==> src/rtl/kse_pkg.sv <==
// ----------------------------------------------------------------------------
// kse_pkg: shared types and constants for the keypad scanner
// Field widths, scan phase codes, reset values and the fixed key map.
// ----------------------------------------------------------------------------
package kse_pkg;

   localparam int unsigned ColWidth      = 4;
   localparam int unsigned RowWidth      = 4;
   localparam int unsigned KeyWidth      = 6;
   localparam int unsigned NumberWidth   = 32;
   localparam int unsigned DebounceWidth = 24;
   localparam int unsigned RowIdxWidth   = 3;

   localparam logic [DebounceWidth-1:0] DebounceReset = 24'd170;
   localparam logic [KeyWidth-1:0]      LastDigit     = 6'd9;
   localparam logic [ColWidth-1:0]      ColsIdle      = 4'hF;

   // scan phases, one-hot
   typedef enum logic [3:0] {
      PH_IDLE     = 4'b0001,
      PH_SCAN     = 4'b0010,
      PH_RELEASE  = 4'b0100,
      PH_DEBOUNCE = 4'b1000
   } phase_type;

   // fixed key map: row-major, 4 rows by 4 columns
   function automatic logic [KeyWidth-1:0] key_lookup(input logic [1:0] row,
                                                     input logic [1:0] col);
      logic [KeyWidth-1:0] code;
      unique case ({row, col})
         4'h0:    code = 6'd1;
         4'h1:    code = 6'd2;
         4'h2:    code = 6'd3;
         4'h3:    code = 6'd4;
         4'h4:    code = 6'd5;
         4'h5:    code = 6'd6;
         4'h6:    code = 6'd7;
         4'h7:    code = 6'd8;
         4'h8:    code = 6'd9;
         4'h9:    code = 6'd10;
         4'hA:    code = 6'd11;
         4'hB:    code = 6'd12;
         4'hC:    code = 6'd13;
         4'hD:    code = 6'd14;
         4'hE:    code = 6'd61;
         default: code = 6'd0;
      endcase
      return code;
   endfunction

endpackage

==> src/rtl/kse_if.sv <==
// ----------------------------------------------------------------------------
// kse_if: handshake channels of the keypad scanner
// Request (column sample), response (result item) and register write channel.
// ----------------------------------------------------------------------------
interface kse_req_if
   import kse_pkg::*;
   ();
   logic                valid;
   logic                ready;
   logic [ColWidth-1:0] col_sense;

   modport source (output valid, output col_sense, input ready);
   modport sink   (input valid, input col_sense, output ready);
endinterface

interface kse_rsp_if
   import kse_pkg::*;
   ();
   logic                   valid;
   logic                   ready;
   logic [RowWidth-1:0]    row_drive;
   logic                   key_valid;
   logic [KeyWidth-1:0]    key_code;
   logic                   number_valid;
   logic [NumberWidth-1:0] number_value;

   modport source (output valid, output row_drive, output key_valid, output key_code,
                   output number_valid, output number_value, input ready);
   modport sink   (input valid, input row_drive, input key_valid, input key_code,
                   input number_valid, input number_value, output ready);
endinterface

interface kse_csr_if
   import kse_pkg::*;
   ();
   logic                     valid;
   logic                     ready;
   logic [DebounceWidth-1:0] debounce_ticks;

   modport source (output valid, output debounce_ticks, input ready);
   modport sink   (input valid, input debounce_ticks, output ready);
endinterface

==> src/rtl/keypad_scan_number_entry.sv <==
// Each request transfer loads its response into the output register on the next clock edge.
// Throughput: one tick per cycle; the output register refills in the same cycle it
// drains, so the only limit is the response side's ready.
// Reset (synchronous, active high): phase idle, all scan state and the accumulator
// zero, debounce_ticks back to 170, output register empty.
// ----------------------------------------------------------------------------
// keypad_scan_number_entry: 4x4 matrix keypad scanner with decimal entry
// Each request is one scan tick carrying the sampled column lines; each tick
// yields one response with the row drive for the next tick and any key or
// completed number.
// ----------------------------------------------------------------------------
module keypad_scan_number_entry
   import kse_pkg::*;
   (
   input  logic   clock,
   input  logic   reset,
   kse_req_if.sink   req_if,
   kse_rsp_if.source rsp_if,
   kse_csr_if.sink   csr_if
   );

   // scan state
   phase_type                phase_ff,    phase_in;
   logic [RowIdxWidth-1:0]   row_ff,      row_in;
   logic [KeyWidth-1:0]      held_ff,     held_in;
   logic [DebounceWidth-1:0] count_ff,    count_in;
   logic [NumberWidth-1:0]   acc_ff,      acc_in;
   logic [DebounceWidth-1:0] debounce_ff;

   // output register
   logic                     rsp_valid_ff;
   logic [RowWidth-1:0]      drive_ff,    drive_in;
   logic                     kvalid_ff,   kvalid_in;
   logic [KeyWidth-1:0]      kcode_ff,    kcode_in;
   logic                     nvalid_ff,   nvalid_in;
   logic [NumberWidth-1:0]   nvalue_ff,   nvalue_in;

   logic                     req_xfer;
   logic                     pressed;
   logic [1:0]               low_col;
   logic [RowIdxWidth-1:0]   row_next;
   logic [NumberWidth-1:0]   acc_times_ten;

   // Take a new tick whenever the output register is empty or drains this cycle.
   assign req_if.ready = !rsp_valid_ff || rsp_if.ready;
   assign req_xfer     = req_if.valid && req_if.ready;

   // Register writes are accepted at any time; the host is to write only while idle, which the block does not enforce.
   assign csr_if.ready = 1'b1;

   assign pressed  = (req_if.col_sense != ColsIdle);
   assign row_next = row_ff + RowIdxWidth'(1);

   // acc*10 as two shifted adds
   assign acc_times_ten = {acc_ff[NumberWidth-4:0], 3'b000}
                        + {acc_ff[NumberWidth-2:0], 1'b0};

   // lowest column reading low; column 0 when none
   always_comb begin
      priority if (!req_if.col_sense[0]) low_col = 2'd0;
      else if (!req_if.col_sense[1])     low_col = 2'd1;
      else if (!req_if.col_sense[2])     low_col = 2'd2;
      else if (!req_if.col_sense[3])     low_col = 2'd3;
      else                               low_col = 2'd0;
   end

   // One tick of the scanner. Rows are all grounded (drive 0) unless a row
   // under test is selected for the next tick.
   always_comb begin
      phase_in  = phase_ff;
      row_in    = row_ff;
      held_in   = held_ff;
      count_in  = count_ff;
      acc_in    = acc_ff;
      drive_in  = '0;
      kvalid_in = 1'b0;
      kcode_in  = '0;
      nvalid_in = 1'b0;
      nvalue_in = '0;

      unique case (phase_ff)
         PH_IDLE: begin
            if (pressed) begin
               phase_in = PH_SCAN;
               row_in   = '0;
               drive_in = 4'b1110;
            end
         end
         PH_SCAN: begin
            if (row_ff[RowIdxWidth-1]) begin
               // row index out of range: treat as a bounce
               phase_in = PH_IDLE;
               row_in   = '0;
            end else if (pressed) begin
               held_in  = key_lookup(row_ff[1:0], low_col);
               phase_in = PH_RELEASE;
            end else if (row_next[RowIdxWidth-1]) begin
               // all four rows tried, nothing found: bounce
               phase_in = PH_IDLE;
               row_in   = '0;
            end else begin
               row_in   = row_next;
               drive_in = ~(RowWidth'(1) << row_next[1:0]);
            end
         end
         PH_RELEASE: begin
            if (!pressed) begin
               count_in = debounce_ff;
               phase_in = PH_DEBOUNCE;
            end
         end
         PH_DEBOUNCE: begin
            if (count_ff != '0) begin
               count_in = count_ff - DebounceWidth'(1);
            end else begin
               kvalid_in = 1'b1;
               kcode_in  = held_ff;
               if (held_ff <= LastDigit) begin
                  acc_in = acc_times_ten + NumberWidth'(held_ff);
               end else begin
                  // terminator key: report the number and start over
                  nvalid_in = 1'b1;
                  nvalue_in = acc_ff;
                  acc_in    = '0;
               end
               phase_in = PH_IDLE;
            end
         end
         default: begin
            phase_in = PH_IDLE;
            row_in   = '0;
         end
      endcase
   end

   // scan state and configuration
   always_ff @(posedge clock) begin
      if (reset) begin
         phase_ff    <= PH_IDLE;
         row_ff      <= '0;
         held_ff     <= '0;
         count_ff    <= '0;
         acc_ff      <= '0;
         debounce_ff <= DebounceReset;
      end else begin
         if (req_xfer) begin
            phase_ff <= phase_in;
            row_ff   <= row_in;
            held_ff  <= held_in;
            count_ff <= count_in;
            acc_ff   <= acc_in;
         end
         if (csr_if.valid && csr_if.ready) begin
            debounce_ff <= csr_if.debounce_ticks;
         end
      end
   end

   // response valid
   always_ff @(posedge clock) begin
      if (reset) begin
         rsp_valid_ff <= 1'b0;
      end else if (req_xfer) begin
         rsp_valid_ff <= 1'b1;
      end else if (rsp_if.ready) begin
         rsp_valid_ff <= 1'b0;
      end
   end

   // response payload, loaded on every request transfer
   always_ff @(posedge clock) begin
      if (req_xfer) begin
         drive_ff  <= drive_in;
         kvalid_ff <= kvalid_in;
         kcode_ff  <= kcode_in;
         nvalid_ff <= nvalid_in;
         nvalue_ff <= nvalue_in;
      end
   end

   assign rsp_if.valid        = rsp_valid_ff;
   assign rsp_if.row_drive    = drive_ff;
   assign rsp_if.key_valid    = kvalid_ff;
   assign rsp_if.key_code     = kcode_ff;
   assign rsp_if.number_valid = nvalid_ff;
   assign rsp_if.number_value = nvalue_ff;

endmodule
==> src/flat_wrapper.sv <==
// flat-port wrapper written by rule: the top's interface ports become plain ports
module keypad_scan_number_entry_flat import kse_pkg::*;
  (clock, reset, req_if_valid, req_if_col_sense, req_if_ready, rsp_if_valid, rsp_if_row_drive, rsp_if_key_valid, rsp_if_key_code, rsp_if_number_valid, rsp_if_number_value, rsp_if_ready, csr_if_valid, csr_if_debounce_ticks, csr_if_ready);
  kse_req_if req_if_i ();
  kse_rsp_if rsp_if_i ();
  kse_csr_if csr_if_i ();
  input  logic clock;
  input  logic reset;
  input wire logic [$bits(req_if_i.valid)-1:0] req_if_valid;
  input wire logic [$bits(req_if_i.col_sense)-1:0] req_if_col_sense;
  output wire logic [$bits(req_if_i.ready)-1:0] req_if_ready;
  output wire logic [$bits(rsp_if_i.valid)-1:0] rsp_if_valid;
  output wire logic [$bits(rsp_if_i.row_drive)-1:0] rsp_if_row_drive;
  output wire logic [$bits(rsp_if_i.key_valid)-1:0] rsp_if_key_valid;
  output wire logic [$bits(rsp_if_i.key_code)-1:0] rsp_if_key_code;
  output wire logic [$bits(rsp_if_i.number_valid)-1:0] rsp_if_number_valid;
  output wire logic [$bits(rsp_if_i.number_value)-1:0] rsp_if_number_value;
  input wire logic [$bits(rsp_if_i.ready)-1:0] rsp_if_ready;
  input wire logic [$bits(csr_if_i.valid)-1:0] csr_if_valid;
  input wire logic [$bits(csr_if_i.debounce_ticks)-1:0] csr_if_debounce_ticks;
  output wire logic [$bits(csr_if_i.ready)-1:0] csr_if_ready;
  assign req_if_i.valid = req_if_valid;
  assign req_if_i.col_sense = req_if_col_sense;
  assign req_if_ready = req_if_i.ready;
  assign rsp_if_valid = rsp_if_i.valid;
  assign rsp_if_row_drive = rsp_if_i.row_drive;
  assign rsp_if_key_valid = rsp_if_i.key_valid;
  assign rsp_if_key_code = rsp_if_i.key_code;
  assign rsp_if_number_valid = rsp_if_i.number_valid;
  assign rsp_if_number_value = rsp_if_i.number_value;
  assign rsp_if_i.ready = rsp_if_ready;
  assign csr_if_i.valid = csr_if_valid;
  assign csr_if_i.debounce_ticks = csr_if_debounce_ticks;
  assign csr_if_ready = csr_if_i.ready;
  keypad_scan_number_entry u_core (.clock(clock), .reset(reset), .req_if(req_if_i), .rsp_if(rsp_if_i), .csr_if(csr_if_i));
endmodule
==> config.mk <==
export PLATFORM = sky130hd
export DESIGN_NAME = keypad_scan_number_entry_flat
export DESIGN_NICKNAME = d
export VERILOG_FILES = /design/src/rtl/kse_pkg.sv /design/src/rtl/kse_if.sv /design/src/rtl/keypad_scan_number_entry.sv /design/src/flat_wrapper.sv
export SDC_FILE = /design/constraint.sdc
export NUM_CORES = 1
export LEC_CHECK = 0
export BUFFER_PORTS_ARGS = -buffer_cell sky130_fd_sc_hd__buf_2
export CAP_MARGIN = 10
export CORE_ASPECT_RATIO = 0.7
export CORE_MARGIN = 1
export CORE_UTILIZATION = 45
export CTS_CLUSTER_DIAMETER = 40
export DETAILED_ROUTE_END_ITERATION = 6
export GPL_TIMING_DRIVEN = 0
export PLACE_DENSITY = 0.75
export SLEW_MARGIN = 20
export SYNTH_ARGS = -nofsm -noshare
export SYNTH_HDL_FRONTEND = slang
export SYNTH_SLANG_ARGS = --single-unit
==> constraint.sdc <==
create_clock -name clock -period 7.8 [get_ports clock]
set_input_delay 1.17 -clock clock [delete_from_list [all_inputs] [get_ports clock]]
set_output_delay 1.17 -clock clock [all_outputs]
set_load 0.05 [all_outputs]
==> results.toml <==
[run_status]
status = "complete, no violations"

[setup_path]
reg2reg_from = "u_core.acc_ff[2]"
critPathLaunchType = "register"
path_class = "register to register"
crit_fanout = 4
rrSetupSlack_ns = 4.21
crit_start = "u_core.acc_ff[2]"
r2r-end = "u_core.acc_ff[25]"
crit_path_top_delay_cell = "o41ai_1"
cpPeakStageDelay_ns = 0.72
cp-end-kind = "register"
worstPathArrival_ns = 3.91
r2r_cells = 12
cp_cell_sequence = "inv_1, fa_1, inv_1, ha_1, a21o_1, nand4_1, a31oi_1, o41ai_1, o31ai_1, o31ai_1, xor2_1, o21ai_2"
critPathRequiredTime_ns = 8.12
crit_end = "u_core.acc_ff[25]"

[yosys]
async_reset_ff_share_pct = 0
synth_warnings = 0
synth_area_per_cell_um2 = 8.896
synth.cell_area_mm2 = 0.007838
synthTopCellsByArea = "dfxtp_1, edfxtp_1, ha_1"
syn-instance-count = 881
synth_largest_area_cell = "dfxtp_1"
synth_edf_count = 43
synth_seq_cells = 135
ys_seq_area_share_pct = 39.97
yosysUniqueCellTypes = 69
syn_nets = 982
synth_top_cell_area_share_pct = 23.50
ys.flop_type = "dfxtp_1"

[sta]
finClkSkew_ns = 0.009189
period_minus_slack_ns = 3.588
clock.fmax_ghz = 0.2787
finalSetupTns_ns = 0
maxSlewHeadroom_pct = 34.68
setup_violations = 0
maxSlewViolCount = 0
rsz0062_at_grt = "false"
finalCritPeriodShare_pct = 46.00
worstMarginPinSlew_ns = 0.9670
hold_viol = 0

[finish]
fill_cells = 1519
final_layout_size_suffix_gt1_share_pct = 13.04
finalNonFillerCells = 1214
num_antenna_cells = 0
fin_nets = 1077
layout_common_cells = "nor2_1, dfxtp_1, buf_2"
final_common_cell = "nor2_1"
final_core_util_pct = 54.35
area_delta_synth_final_pct = 15.72
postLayoutCellArea_mm2 = 0.009070

[routing]
final_antenna_net_count = 0
wirelength_um = 20020
drt_iter0_drc = 732
drc_errors = 0
wl_met3_um = 1821
top_layer = "met4"
drt-vias-per-instance = 5.765
drtPass1Iterations = 6
met2_length_um = 7663
drt-met1-wl_um = 10310
drt-wirelength-per-cell_um = 16.49
vias = 6999

[die]
boundaryPins = 80
die_width_um = 159.7
rows = 39
die_y_um = 112.4
start_util_pct = 46.96
coreArea_mm2 = 0.01669
dieArea_mm2 = 0.01796

[power]
p_per_area_mw_per_mm2 = 184.4
irDropWorstVdd_mv = 0.1058
finalPower_uw = 1672
p_leak_uw = 0.004007

[cts]
cts_resized = 0
post_cts.repair.setup_buffers = 0
clk_pin_slew_ns = 0.06
postCtsHoldBufs = 0
cts_tree = "yes"
clockBufferDepth = 2
clk_latency_ns = 0.43
clock-sinks = 135
cts_buffers = 17
cts.htree.levels = 4
cts_root_buffer = "clkbuf_16"

[job]
cap_violations = 0

[global_route]
grt_overflow = 0
antenna_found_initial = 1
grt_pass1_wl_um = 32690
grt_pass1_vias = 6227
grt_max_degree = 52
grt_use_total_pct = 22.95

[placed_design]
place_area_mm2 = 0.008499
portBuffers = 76
hpwl_um = 14540
dp_cells = 1182
routabilityCongestion = 0.9242

[hold_path]
min_path_type = "register to register"
==> cell families after synthesis <==
kind of cell / synth area share (%)
multiplexers: 3.193
other: 0.04785
adder cells (fa/ha/maj): 11.24
buffers and inverters: 4.119
XOR/XNOR: 2.906
AO/OA/AOI/OAI: 17.62
flip-flops: 39.97
AND/OR/NAND/NOR: 20.90
==> cell usage after synthesis (all sizes together) (7+ instances only) <==
cell and number:
clkbuf 43, nand2b 14, nand3 30, xnor2 12, a31oi 7, buf 11
xor2 14, a22oi 9, edfxtp 43, nor2b 11, inv 19, and2 7
a21o 12, nand4 8, nor4 7, mux2i 25, dfxtp 92, nand2 71
a21oi 76, nor2 101, nor3 22, ha 64, a211oi 11, o21ai 63
and3 38
==> registers in the layout, summed over array words and instances (netlist names) <==
register,flops
u_core.rsp_if.key_valid,1
u_core.count_ff,24
u_core.row_ff,2
u_core.rsp_if.valid,1
u_core.acc_ff,32
u_core.rsp_if.row_drive,4
u_core.held_ff,5
u_core.rsp_if.number_valid,1
u_core.phase_ff,4
u_core.rsp_if.key_code,5
u_core.debounce_ff,24
u_core.rsp_if.number_value,32
==> through the flow <==
stage          worst slack [ns]  hold slack [ns]
4_1_cts                   4.269           0.4855
3_5_place_dp              4.231           0.4760
2_1_floorplan             4.470           0.4472
5_1_grt                   4.019           0.5044
3_3_place_gp              4.235           0.4657
6_report                  4.212           0.4899
==> critical path, delay by kind of cell (launching register included) <==
kind	cells	cell delay [ns]
buf+inv	2	0.14
flops	1	0.41
simple gates	1	0.12
compound gates	6	1.76
xor+xnor	1	0.21
fa+ha+maj	2	0.84
==> power breakdown <==
part | internal [µW] | switching (µW) | total [µW]
clock | 486 | 305 | 791
sequential | 746 | 10.3 | 757
combinational | 34.1 | 90.6 | 125
==> layer usage <==
layer | track usage (%) | vias to the layer above
met3 | 5.913 | 23
met2 | 30.74 | 309
met1 | 35.76 | 3290
li1 | - | 3377
met5 | 0 | -
met4 | 5.769 | 0
==> worst min path at each step <==
stage / from / end / slack, ns / cells past startpoint
floorplan: u_core.debounce_ff[0] / u_core.count_ff[0] / 0.45 / 2
global placement: u_core.acc_ff[30] / u_core.acc_ff[30] / 0.47 / 2
detailed placement: u_core.count_ff[19] / u_core.count_ff[19] / 0.48 / 2
CTS: u_core.count_ff[19] / u_core.count_ff[19] / 0.49 / 2
global route: u_core.count_ff[19] / u_core.count_ff[19] / 0.50 / 2
finish: u_core.count_ff[22] / u_core.count_ff[22] / 0.49 / 2
==> area by class of cell <==
class / count / area [µm²] / share of cell area, %
tap: 225 / 281.5 / 3.104
clock buffer: 24 / 471.7 / 5.201
sequential: 135 / 3133 / 34.54
inverter: 19 / 71.32 / 0.7863
timing repair buffer: 76 / 380.4 / 4.194
multi-input combinational: 673 / 4382 / 48.31
clock inverter: 8 / 98.84 / 1.090
buffer: 54 / 251.5 / 2.773
(Power assumes the default switching activity.)
